[config.mk]
export PLATFORM = sky130hd
export DESIGN_NAME = alpha_outline_detector
export DESIGN_NICKNAME = d
export VERILOG_FILES = /design/src/sv/aod_pkg.sv /design/src/sv/aod_scan.sv /design/src/sv/aod_window.sv /design/src/sv/aod_outreg.sv /design/src/sv/alpha_outline_detector.sv
export SDC_FILE = /design/constraint.sdc
export NUM_CORES = 2
export LEC_CHECK = 0
export CELL_PAD_IN_SITES_DETAIL_PLACEMENT = 1
export CELL_PAD_IN_SITES_GLOBAL_PLACEMENT = 1
export CORE_ASPECT_RATIO = 0.5
export CORE_UTILIZATION = 55
export DETAILED_ROUTE_END_ITERATION = 10
export DONT_BUFFER_PORTS = 1
export PLACE_DENSITY = 0.81
export SLEW_MARGIN = 20
export SYNTH_ARGS = -nofsm -noshare
export SYNTH_HDL_FRONTEND = slang
export SYNTH_SLANG_ARGS = --single-unit
export TNS_END_PERCENT = 100
[constraint.sdc]
create_clock -name clk -period 17.9 [get_ports clk]
set_clock_uncertainty 0.05 [all_clocks]
set_input_delay 1.79 -clock clk [delete_from_list [all_inputs] [get_ports clk]]
set_output_delay 1.79 -clock clk [all_outputs]
set_load 0.01 [all_outputs]
[src/sv/aod_pkg.sv]
`timescale 1ns / 1ps
// Shared types and constants for the alpha outline detector.
// Used by aod_scan, aod_window, aod_outreg and alpha_outline_detector.

package aod_pkg;

  localparam int COL_W        = 10;
  localparam int ROW_W        = 12;
  localparam int MAX_WIDTH    = 1 << COL_W;
  localparam int MAX_HEIGHT   = 1 << ROW_W;
  localparam int WIDTH_REG_W  = COL_W + 1;
  localparam int HEIGHT_REG_W = ROW_W + 1;
  localparam int ALPHA_W      = 8;
  localparam int CFG_DATA_W   = HEIGHT_REG_W;
  localparam int CFG_IDX_W    = 2;
  localparam int WIN_W        = 9;

  localparam logic [WIDTH_REG_W-1:0]  WIDTH_RESET     = WIDTH_REG_W'(1024);
  localparam logic [HEIGHT_REG_W-1:0] HEIGHT_RESET    = HEIGHT_REG_W'(1024);
  localparam logic [ALPHA_W-1:0]      THRESHOLD_RESET = 8'hFF;
  localparam logic [WIN_W-1:0]        WIN_ALL_OPAQUE  = 9'h1FF;

  typedef enum logic [CFG_IDX_W-1:0] {
    CFG_IMAGE_WIDTH      = 2'd0,
    CFG_IMAGE_HEIGHT     = 2'd1,
    CFG_OPAQUE_THRESHOLD = 2'd2
  } cfg_index_t;

  // Which of the up to three results of one pixel is being sent.
  typedef enum logic [1:0] {
    SLOT_INNER = 2'd0,
    SLOT_EDGE  = 2'd1,
    SLOT_SELF  = 2'd2
  } slot_t;

  typedef struct packed {
    logic [COL_W-1:0] col;
    logic [ROW_W-1:0] row;
    logic             opaque;
    logic             col_nonzero;
    logic             row_nonzero;
    logic             col_last;
    logic             row_last;
    logic             near_border;
  } pixel_t;

  typedef struct packed {
    logic [COL_W-1:0] col;
    logic [ROW_W-1:0] row;
    logic             outline;
    logic             last;
  } result_t;

endpackage

[src/sv/aod_scan.sv]
`timescale 1ns / 1ps
// Configuration registers, raster position counters and pixel thresholding.
// Depends on aod_pkg.

module aod_scan (
  input  logic                          clk,
  input  logic                          rst,
  input  logic                          cfg_write,
  input  logic [aod_pkg::CFG_IDX_W-1:0] cfg_index,
  input  logic [aod_pkg::CFG_DATA_W-1:0] cfg_data,
  input  logic [aod_pkg::ALPHA_W-1:0]   alpha,
  input  logic                          accept,
  output aod_pkg::pixel_t               pix,
  output logic                          restart
);

  logic [aod_pkg::WIDTH_REG_W-1:0]  image_width;
  logic [aod_pkg::HEIGHT_REG_W-1:0] image_height;
  logic [aod_pkg::ALPHA_W-1:0]      opaque_threshold;
  logic [aod_pkg::COL_W-1:0]        col;
  logic [aod_pkg::ROW_W-1:0]        row;
  logic [aod_pkg::COL_W-1:0]        col_next;
  logic [aod_pkg::ROW_W-1:0]        row_next;
  logic [aod_pkg::WIDTH_REG_W-1:0]  eff_width;
  logic [aod_pkg::HEIGHT_REG_W-1:0] eff_height;
  logic [aod_pkg::COL_W-1:0]        col_max;
  logic [aod_pkg::ROW_W-1:0]        row_max;
  aod_pkg::cfg_index_t              cfg_sel;

  assign cfg_sel = aod_pkg::cfg_index_t'(cfg_index);

  always_comb begin
    restart = 1'b0;
    if (cfg_write) begin
      case (cfg_sel)
        aod_pkg::CFG_IMAGE_WIDTH:  restart = 1'b1;
        aod_pkg::CFG_IMAGE_HEIGHT: restart = 1'b1;
        default:                   restart = 1'b0;
      endcase
    end
  end

  always_ff @(posedge clk) begin
    if (rst) begin
      image_width      <= aod_pkg::WIDTH_RESET;
      image_height     <= aod_pkg::HEIGHT_RESET;
      opaque_threshold <= aod_pkg::THRESHOLD_RESET;
    end else if (cfg_write) begin
      case (cfg_sel)
        aod_pkg::CFG_IMAGE_WIDTH:
          image_width <= cfg_data[aod_pkg::WIDTH_REG_W-1:0];
        aod_pkg::CFG_IMAGE_HEIGHT:
          image_height <= cfg_data[aod_pkg::HEIGHT_REG_W-1:0];
        aod_pkg::CFG_OPAQUE_THRESHOLD:
          opaque_threshold <= cfg_data[aod_pkg::ALPHA_W-1:0];
        default: ;
      endcase
    end
  end

  // Out-of-range geometry is clamped: zero acts as one, oversize as the maximum.
  always_comb begin
    if (image_width == '0) begin
      eff_width = aod_pkg::WIDTH_REG_W'(1);
    end else if (image_width > aod_pkg::WIDTH_REG_W'(aod_pkg::MAX_WIDTH)) begin
      eff_width = aod_pkg::WIDTH_REG_W'(aod_pkg::MAX_WIDTH);
    end else begin
      eff_width = image_width;
    end
    if (image_height == '0) begin
      eff_height = aod_pkg::HEIGHT_REG_W'(1);
    end else if (image_height > aod_pkg::HEIGHT_REG_W'(aod_pkg::MAX_HEIGHT)) begin
      eff_height = aod_pkg::HEIGHT_REG_W'(aod_pkg::MAX_HEIGHT);
    end else begin
      eff_height = image_height;
    end
  end

  assign col_max = aod_pkg::COL_W'(eff_width - aod_pkg::WIDTH_REG_W'(1));
  assign row_max = aod_pkg::ROW_W'(eff_height - aod_pkg::HEIGHT_REG_W'(1));

  always_comb begin
    pix.col         = col;
    pix.row         = row;
    pix.opaque      = (alpha >= opaque_threshold);
    pix.col_nonzero = (col != '0);
    pix.row_nonzero = (row != '0);
    pix.col_last    = (col == col_max);
    pix.row_last    = (row == row_max);
    // The inner result is for the pixel up and left; it lies on the first
    // column or first row exactly when this pixel is in column or row one.
    pix.near_border = (col == aod_pkg::COL_W'(1)) || (row == aod_pkg::ROW_W'(1));
  end

  always_comb begin
    col_next = col + aod_pkg::COL_W'(1);
    row_next = row;
    if (pix.col_last) begin
      col_next = '0;
      row_next = pix.row_last ? '0 : row + aod_pkg::ROW_W'(1);
    end
  end

  always_ff @(posedge clk) begin
    if (rst || restart) begin
      col <= '0;
      row <= '0;
    end else if (accept) begin
      col <= col_next;
      row <= row_next;
    end
  end

endmodule

[src/sv/aod_window.sv]
`timescale 1ns / 1ps
// Line store memory, 3x3 opacity window and per-pixel result sequencing.
// Depends on aod_pkg.

module aod_window (
  input  logic              clk,
  input  logic              rst,
  input  logic              pixel_valid,
  output logic              pixel_stall,
  input  aod_pkg::pixel_t   pix,
  input  logic              restart,
  input  logic              res_ready,
  output logic              res_load,
  output aod_pkg::result_t  res
);

  // Each entry holds {two rows above, one row above} opacity for a column.
  logic [1:0] line_mem [aod_pkg::MAX_WIDTH];
  logic [1:0] mem_q;

  logic                     s1_valid;
  aod_pkg::pixel_t          s1;
  logic [2:0]               pending;
  logic [2:0]               remaining;
  logic                     byp_hit;
  logic [1:0]               byp_data;
  logic [aod_pkg::WIN_W-1:0] win;
  logic [aod_pkg::WIN_W-1:0] win_next;

  logic                     acc;
  logic                     s1_leave;
  logic                     above;
  logic                     two_above;
  logic [1:0]               wdata;
  logic                     inner_outline;
  logic                     last;
  aod_pkg::slot_t           slot;

  assign acc         = pixel_valid && !pixel_stall;
  assign pixel_stall = s1_valid && !s1_leave;

  // A read issued at the same edge as the write to that entry sees old data;
  // the bypass register supplies the value being written instead.
  assign above     = byp_hit ? byp_data[0] : mem_q[0];
  assign two_above = byp_hit ? byp_data[1] : mem_q[1];
  assign wdata     = {above, s1.opaque};

  assign win_next      = {win[aod_pkg::WIN_W-4:0], s1.opaque, above, two_above};
  assign inner_outline = win_next[4] &&
                         (s1.near_border || (win_next != aod_pkg::WIN_ALL_OPAQUE));

  always_comb begin
    if (pending[0]) begin
      slot = aod_pkg::SLOT_INNER;
    end else if (pending[1]) begin
      slot = aod_pkg::SLOT_EDGE;
    end else begin
      slot = aod_pkg::SLOT_SELF;
    end
  end

  always_comb begin
    remaining   = pending;
    res.col     = s1.col;
    res.row     = s1.row;
    res.outline = s1.opaque;
    case (slot)
      aod_pkg::SLOT_INNER: begin
        remaining[0] = 1'b0;
        res.col      = s1.col - aod_pkg::COL_W'(1);
        res.row      = s1.row - aod_pkg::ROW_W'(1);
        res.outline  = inner_outline;
      end
      aod_pkg::SLOT_EDGE: begin
        remaining[1] = 1'b0;
        res.row      = s1.row - aod_pkg::ROW_W'(1);
        res.outline  = above;
      end
      aod_pkg::SLOT_SELF: begin
        remaining[2] = 1'b0;
      end
      default: begin
        remaining = '0;
      end
    endcase
    last     = (remaining == '0);
    res.last = last;
  end

  assign res_load = s1_valid && (pending != '0) && res_ready;
  assign s1_leave = s1_valid && ((pending == '0) || (res_load && last));

  always_ff @(posedge clk) begin
    if (s1_leave) begin
      line_mem[s1.col] <= wdata;
    end
    if (acc) begin
      mem_q <= line_mem[pix.col];
    end
  end

  always_ff @(posedge clk) begin
    if (acc) begin
      s1       <= pix;
      byp_data <= wdata;
    end
  end

  always_ff @(posedge clk) begin
    if (rst) begin
      s1_valid <= 1'b0;
      pending  <= '0;
      byp_hit  <= 1'b0;
    end else begin
      if (acc) begin
        s1_valid <= 1'b1;
        pending  <= {pix.row_last,
                     pix.col_last && pix.row_nonzero,
                     pix.col_nonzero && pix.row_nonzero};
        byp_hit  <= s1_leave && (s1.col == pix.col);
      end else begin
        if (s1_leave) begin
          s1_valid <= 1'b0;
          byp_hit  <= 1'b0;
        end
        if (res_load) begin
          pending <= remaining;
        end
      end
    end
  end

  always_ff @(posedge clk) begin
    if (rst || restart) begin
      win <= '0;
    end else if (s1_leave) begin
      win <= win_next;
    end
  end

  bypass_needs_item: assert property (@(posedge clk) disable iff (rst)
    byp_hit |-> s1_valid)
    else $error("bypass flag set with no pixel in the window stage");

  leave_empties_stage: assert property (@(posedge clk) disable iff (rst)
    (s1_leave && !acc) |=> !s1_valid)
    else $error("window stage still full after its pixel left");

  held_pending_only_shrinks: assert property (@(posedge clk) disable iff (rst)
    (s1_valid && !s1_leave) |=> ((pending & ~$past(pending)) == 3'b000))
    else $error("pending results grew while the pixel was held");

  idle_has_no_pending: assert property (@(posedge clk) disable iff (rst)
    !s1_valid |-> (pending == 3'b000))
    else $error("results pending with no pixel in the window stage");

endmodule

[src/sv/aod_outreg.sv]
`timescale 1ns / 1ps
// Output register that holds one result beat until the receiver takes it.
// Depends on aod_pkg.

module aod_outreg (
  input  logic                      clk,
  input  logic                      rst,
  input  logic                      load,
  input  aod_pkg::result_t          res,
  output logic                      ready,
  output logic                      result_valid,
  input  logic                      result_stall,
  output logic [aod_pkg::COL_W-1:0] pixel_column,
  output logic [aod_pkg::ROW_W-1:0] pixel_row,
  output logic                      is_outline,
  output logic                      last_of_run
);

  aod_pkg::result_t held;

  assign ready = !result_valid || !result_stall;

  always_ff @(posedge clk) begin
    if (rst) begin
      result_valid <= 1'b0;
    end else if (ready) begin
      result_valid <= load;
    end
  end

  always_ff @(posedge clk) begin
    if (ready && load) begin
      held <= res;
    end
  end

  assign pixel_column = held.col;
  assign pixel_row    = held.row;
  assign is_outline   = held.outline;
  assign last_of_run  = held.last;

endmodule

[src/sv/alpha_outline_detector.sv]
`timescale 1ns / 1ps
// Alpha outline detector top level: scan counters, line store window, output register.
// Depends on aod_pkg, aod_scan, aod_window and aod_outreg.

// Takes one alpha beat per clock in raster order and returns, for every pixel,
// a beat with its column, row and outline flag (opaque and on the image border
// or next to a non-opaque pixel among its eight neighbors). A pixel's result
// usually comes out one row and one column late, so the beats of one input can
// carry other coordinates; an input causes zero to three result beats, the last
// one marked by last_of_run. An input is registered in the window stage and its
// results in the output register. Inputs are taken one per clock while each
// causes at most one result and result_stall is low; in an image of two or more
// rows and columns the last column of each later row causes two, every pixel of
// the last row after its first causes two, and the last pixel causes three. As
// the result port carries at most one beat per clock, such pixels stall the input.
// The two previous rows live in a single 1024 x 2-bit memory read and written
// once per pixel, with a bypass for back-to-back access to the same column
// when the image is one pixel wide. Writing image_width or image_height
// restarts the frame at pixel (0,0); the line store keeps its contents, so
// rows above the first one of a new geometry are not used for decisions until
// they are written again.

module alpha_outline_detector (
  input  logic                           clk,
  input  logic                           rst,
  input  logic                           cfg_write,
  input  logic [aod_pkg::CFG_IDX_W-1:0]  cfg_index,
  input  logic [aod_pkg::CFG_DATA_W-1:0] cfg_data,
  input  logic                           pixel_valid,
  output logic                           pixel_stall,
  input  logic [aod_pkg::ALPHA_W-1:0]    alpha,
  output logic                           result_valid,
  input  logic                           result_stall,
  output logic [aod_pkg::COL_W-1:0]      pixel_column,
  output logic [aod_pkg::ROW_W-1:0]      pixel_row,
  output logic                           is_outline,
  output logic                           last_of_run
);

  aod_pkg::pixel_t  pix;
  aod_pkg::result_t res;
  logic             restart;
  logic             accept;
  logic             res_load;
  logic             res_ready;

  assign accept = pixel_valid && !pixel_stall;

  aod_scan u_scan (
    .clk       (clk),
    .rst       (rst),
    .cfg_write (cfg_write),
    .cfg_index (cfg_index),
    .cfg_data  (cfg_data),
    .alpha     (alpha),
    .accept    (accept),
    .pix       (pix),
    .restart   (restart)
  );

  aod_window u_window (
    .clk         (clk),
    .rst         (rst),
    .pixel_valid (pixel_valid),
    .pixel_stall (pixel_stall),
    .pix         (pix),
    .restart     (restart),
    .res_ready   (res_ready),
    .res_load    (res_load),
    .res         (res)
  );

  aod_outreg u_outreg (
    .clk          (clk),
    .rst          (rst),
    .load         (res_load),
    .res          (res),
    .ready        (res_ready),
    .result_valid (result_valid),
    .result_stall (result_stall),
    .pixel_column (pixel_column),
    .pixel_row    (pixel_row),
    .is_outline   (is_outline),
    .last_of_run  (last_of_run)
  );

endmodule
== After elaboration in Yosys (flattened, before gate mapping) ==
Memories as Yosys holds them, arrays and structs flattened. A register that Yosys moved wholly into a read port is not among the register bits.
Cells that the tools add are included.
Storage, ports and cells
  bits in registers: 116
  latch bits: 0
  bits in writable memories: 2048
  memory bits (read-only): 0
  input port bits: 28
  output and inout port bits: 26
  memories kept: 1
Operators by class
  $add $sub $neg: 6
  multipliers: 0
  div/mod/pow operators: 0
  order comparisons: 3
  equal/unequal tests: 10
  shift-type cells: 0
  muxes and demuxes: 24
  bitwise operators: 0
  reductions and logical operators: 39
Memory list
  u_window.line_mem: words 1024, bits a word 2, rd ports 1, clocked after Yosys merged registers in 1, wr ports 1, line aod_window.sv:18  | logic [1:0] line_mem [aod_pkg::MAX_WIDTH];
Operator list (count)
  $mux W10: 4
  $mux W12: 3
  $pmux W13 S2: 1
  $sub A12 B1 Y12 const B: 2
  $eq A10 B10 Y1: 2
  $sub A10 B1 Y10 const B: 2
  $gt A13 B13 Y1 const B: 1
  $logic_not A13 Y1: 1
  $add A12 B1 Y12 const B: 1
  $eq A12 B1 Y1 const B: 1
  $eq A12 B12 Y1: 1
  $mux W1: 12
  $reduce_bool A12 Y1: 1
  $gt A11 B11 Y1 const B: 1
  $logic_and A1 B1 Y1: 11
  $logic_not A11 Y1: 1
  $add A10 B1 Y10 const B: 1
  $eq A10 B1 Y1 const B: 1
  $reduce_bool A10 Y1: 1
  $ne A9 B9 Y1 const B: 1
  $ge A8 B8 Y1: 1
  $reduce_and A2 Y1: 4
  $reduce_or A2 Y1: 4
  $logic_not A3 Y1: 2
  9 further kinds: 22

== Depth between registers and ports, before layout ==
  word-level depth: 14
  depth in mapped cells: 16

== By module ==
A second synthesis with hierarchy kept.
Second synthesis, totals
  cell total of the unflattened synthesis: 5459
  area total of the unflattened synthesis: 89907.5 um2
Modules (own cells, without submodules)
  aod_window: instances 1, cells each 4951, area an instance 85457.0 um2
  aod_scan: instances 1, cells each 478, area an instance 3677.3 um2
  aod_outreg: instances 1, cells each 29, area an instance 759.5 um2
  alpha_outline_detector: instances 1, cells each 1, area an instance 13.8 um2

== Least setup slack after synthesis ==
Ideal clock, no wire load.
  path type: register -> register
  start point: register u_window.s1[5] (netlist name)
  end point: register u_window.byp_data[0], data pin
  setup time: 2.682 ns
  data arrival time: 12.073 ns
  required time: 15.168 ns
  path slack: 3.095 ns
  cell stages (with the launch flop): 1
  period minus slack after synthesis: 14.805 ns
  path through: edfxtp_1
RTL lines
  start: declaration: line aod_window.sv:22  | aod_pkg::pixel_t s1;
  start signal: assignment: line aod_window.sv:104  | s1 <= pix;
  end signal: assignment: line aod_window.sv:105  | byp_data <= wdata;
  end: declaration: line aod_window.sv:26  | logic [1:0] byp_data;
No word-level cell between the ends.

==> impl_metrics.csv <==
group,metric,value,unit
setup_path,crit_end,"u_window.mem_q[1]$_DFFE_PP_",
final_layout,layout_commonest_cell,"edfxtp_1",
timing,timing_hold_violations_final,0,
timing,final.setup.worst_slack,11.93,ns
floorplan,die_area,164000,um2
final_layout,final_net_count,5305,
placement,pre_cts_ws,11.99,ns
global_routing,grt_antenna_before_repair,17,
timing,finalCriticalPeriod,5.97,ns
global_routing,global_route.overflow_total,0,
cts,tritoncts,"done",
floorplan,initial_utilization,0.554,
detailed_routing,post_drt_wl_per_cell,36.2,um
floorplan,placeableCoreArea,161000,um2
worst_hold_path,hold_path_depth,2,
setup_path,worst_reg_to_reg_setup_slack,11.93,ns
yosys,avgSynthCellArea,16.7,um2
timing,share_of_the_cycle_needed_by_the_critical_path_after_routing,0.334,
cts,cts_htree_levels,4,
floorplan,io_pins,54,
global_routing,grt.total_usage,0.335,
pwr,pwr_density_cell,103,nW/um2
final_layout,layout_common_cells,"edfxtp_1 (2100), nor2_1 (1112), mux4_2 (481), clkbuf_16 (187), mux2i_1 (180)",
setup_path,crit_fanout,97,
setup_path,regToRegEndpoint,"u_window.mem_q[1]$_DFFE_PP_",
timing,timing.fmax,167,MHz
setup_path,cp-startpoint,"u_scan.col[0]$_SDFFE_PP0P_",
yosys,netlist_area,89200,um2
cts,clk_transition_reported_paths,0.07,ns
yosys,synth_top_area_share,0.707,
cts,cts.path.max_buffers,3,
setup_path,worst_setup_path_end_kind,"register",
yosys,synth_fp_nets,5402,
yosys,yosys_most_used_dff,"edfxtp_1",
placement,numPlacedInstances,7239,
setup_path,critPathArrivalTime,6.51,ns
pwr,cellLeakagePower,28.6,nW
timing,worst_slew_pin_slew,1.19,ns
detailed_routing,drt_first_iter_violations,8247,
cts,tritoncts.num_buffers,185,
yosys,synth.lib_cells_used.distinct,77,
setup_path,setup.worst_path.start_class,"register",
placement,placed_wire_length_estimate_after_detailed_placement,154000,um
timing,fin_tns_setup,0,ns
yosys,synthTopCellsByArea,"edfxtp_1 (71%), mux4_2 (12%), nor2_1 (4.7%)",
cts,cts_hold_buf,0,
yosys,edff_count_synth,2100,
cts,postCtsResizedCells,0,
yosys,synth.ff_latch_count,2166,
detailed_routing,drcViolationCount,0,
floorplan,die_h,287,um
job,maxCapViolations,0,
timing,slew_violations,0,
setup_path,rr_startpoint,"u_scan.col[0]$_SDFFE_PP0P_",
detailed_routing,dr_total_vias,52800,
placement,io_buffers,0,
final_layout,area_growth,9.03,%
floorplan,fp-row-count,104,
global_routing,grt_start_max_net_pins,228,
status,status,"finished, final reports clean",
final_layout,final_cells,7583,
detailed_routing,post_drt_via_cell_ratio,6.97,
cts,cts_setup_buffers,0,
final_layout,layout.filler_cells,14100,
worst_hold_path,hold_class,"register to register",
timing,rsz_0062_raised_after_global_routing,"false",
cts,clockRootBuffer,"clkbuf_16",
global_routing,met3_usage,0.0922,
detailed_routing,aggregate_routed_wire_length,274000,um
global_routing,globalRouteMet1Util,0.441,
timing,slew_headroom,0.206,
yosys,async_reset_ff_frac,0,
cts,cts.sink_count,2166,
setup_path,r2r_cells,10,
detailed_routing,detail-route-antenna-nets,0,
global_routing,grt_most_used_layer,"met2",
pwr,irDropWorstVdd,0.111,mV
final_layout,drive_above_1_share,0.178,
floorplan,chipWidth,572,um
cts,clock_network_latency_to_the_later_pin_of_the_worst_skew_pair,0.83,ns
yosys,yosysTopAreaCell,"edfxtp_1",
detailed_routing,first_pass_iters,6,
placement,gp_routability_congestion,0.852,
global_routing,first_global_vias,54100,
setup_path,worst-setup-path-type,"register to register",
yosys,yosys_warnings,0,
global_routing,global_route_wire_length_before_repair,388000,um
timing,setup_violators_final,0,
yosys,synth.yosys.seq_area_share,0.722,
setup_path,required,18.44,ns
global_routing,use_met2,0.528,
yosys,synthCells,5351,
routing by layer:
layer / routed length (um) / up-vias / part of all wire
met4: 13400 / 10 / 0.049
met5: 72 / - / 0.00026
li1: - / 20500 / -
met1: 97000 / 27500 / 0.35
met2: 129000 / 4014 / 0.47
met3: 35300 / 798 / 0.13
worst min path at each step:
stage,start,end,slack [ns]
floorplan,u_scan.row[5]$_SDFFE_PP0P_,u_window.s1[11]$_DFFE_PP_,0.36
global placement,u_window.win[5]$_SDFFE_PP0P_,u_window.win[5]$_SDFFE_PP0P_,0.39
detailed placement,u_window.win[4]$_SDFFE_PP0P_,u_window.win[4]$_SDFFE_PP0P_,0.41
CTS,u_window.win[3]$_SDFFE_PP0P_,u_window.win[3]$_SDFFE_PP0P_,0.43
global route,u_window.win[5]$_SDFFE_PP0P_,u_window.win[5]$_SDFFE_PP0P_,0.44
finish,u_window.win[5]$_SDFFE_PP0P_,u_window.win[5]$_SDFFE_PP0P_,0.42
synth_stat cells (11+ instances only):
library cell	instances
mux4_2	481
a221oi_1	31
buf_1	38
a22o_1	15
a31oi_1	11
xnor2_1	40
nor2b_1	21
nor3_1	18
nor4_1	14
and3_1	16
o22ai_1	23
nand4_1	21
edfxtp_1	2100
o21ai_0	28
a22oi_1	90
or4_1	15
nand2_1	210
xor2_1	16
dfxtp_1	66
clkbuf_1	305
ha_1	23
nand2b_1	18
o31ai_1	12
or3_1	11
buf_2	76
o211ai_1	19
inv_1	34
mux2i_1	180
a21oi_1	98
nand3_1	31
nor2_1	1116
sequential cells by signal (all words and copies together), names as in the netlist, 6 cells and up:
name and cells:
u_window.line_mem 2048, u_window.s1 24, u_scan.image_height 13, u_outreg.pixel_row 12, u_scan.row 12, u_scan.image_width 11
u_outreg.pixel_column 10, u_scan.col 10, u_scan.opaque_threshold 8, u_window.win 6
power by group:
part           total (mW)  switching (mW)  internal, mW
clock network        3.94            1.87          2.08
logic               0.453           0.291         0.162
registers            5.60          0.0155          5.58
critical path, cell delays in order (launching register included):
cell	delay (ns)
dfxtp_4	0.63
buf_4	0.75
buf_12	0.71
buf_4	0.80
mux4_2	0.61
mux4_2	0.49
a22oi_1	0.43
a21oi_1	0.30
nor4bb_1	0.40
o41ai_1	0.16
and4_1	0.22
metrics by stage:
stage | util | hold slack (ns) | power, mW | area [um2]
2_1_floorplan | - | 0.356 | 6.10 | 89200
3_3_place_gp | 0.568 | 0.391 | 6.13 | 91500
3_5_place_dp | 0.568 | 0.415 | 6.15 | 91500
4_1_cts | 0.604 | 0.426 | 10.0 | 97200
5_1_grt | 0.604 | 0.444 | 10.2 | 97200
6_report | 0.604 | 0.422 | 9.99 | 97200
area by class of cell:
cell class	instances	area (um2)	share of cell area
repair buffers	144	1160	0.0119
well taps	2173	2720	0.0280
inverters	36	143	0.00147
clock buffers	223	4810	0.0495
flip-flops and latches	2166	64400	0.662
clock inverters	114	866	0.00890
multi-input cells	2721	23100	0.238
diodes	6	15.0	0.000154
cell families (layout without fill, tap and decap cells):
kind of cell	after synthesis	in the layout	share of synthesized area
DFF	2166	2166	0.722
and+or+nand+nor	1542	1542	0.0715
muxes	670	670	0.143
buffers and inverters	464	517	0.0210
AOI/OAI and AO/OA	429	429	0.0340
xor gates and xnor gates	56	56	0.00550
adders and majority gates	24	24	0.00334
other	0	6	0
Note: power is estimated with default switching activity, not from simulation.
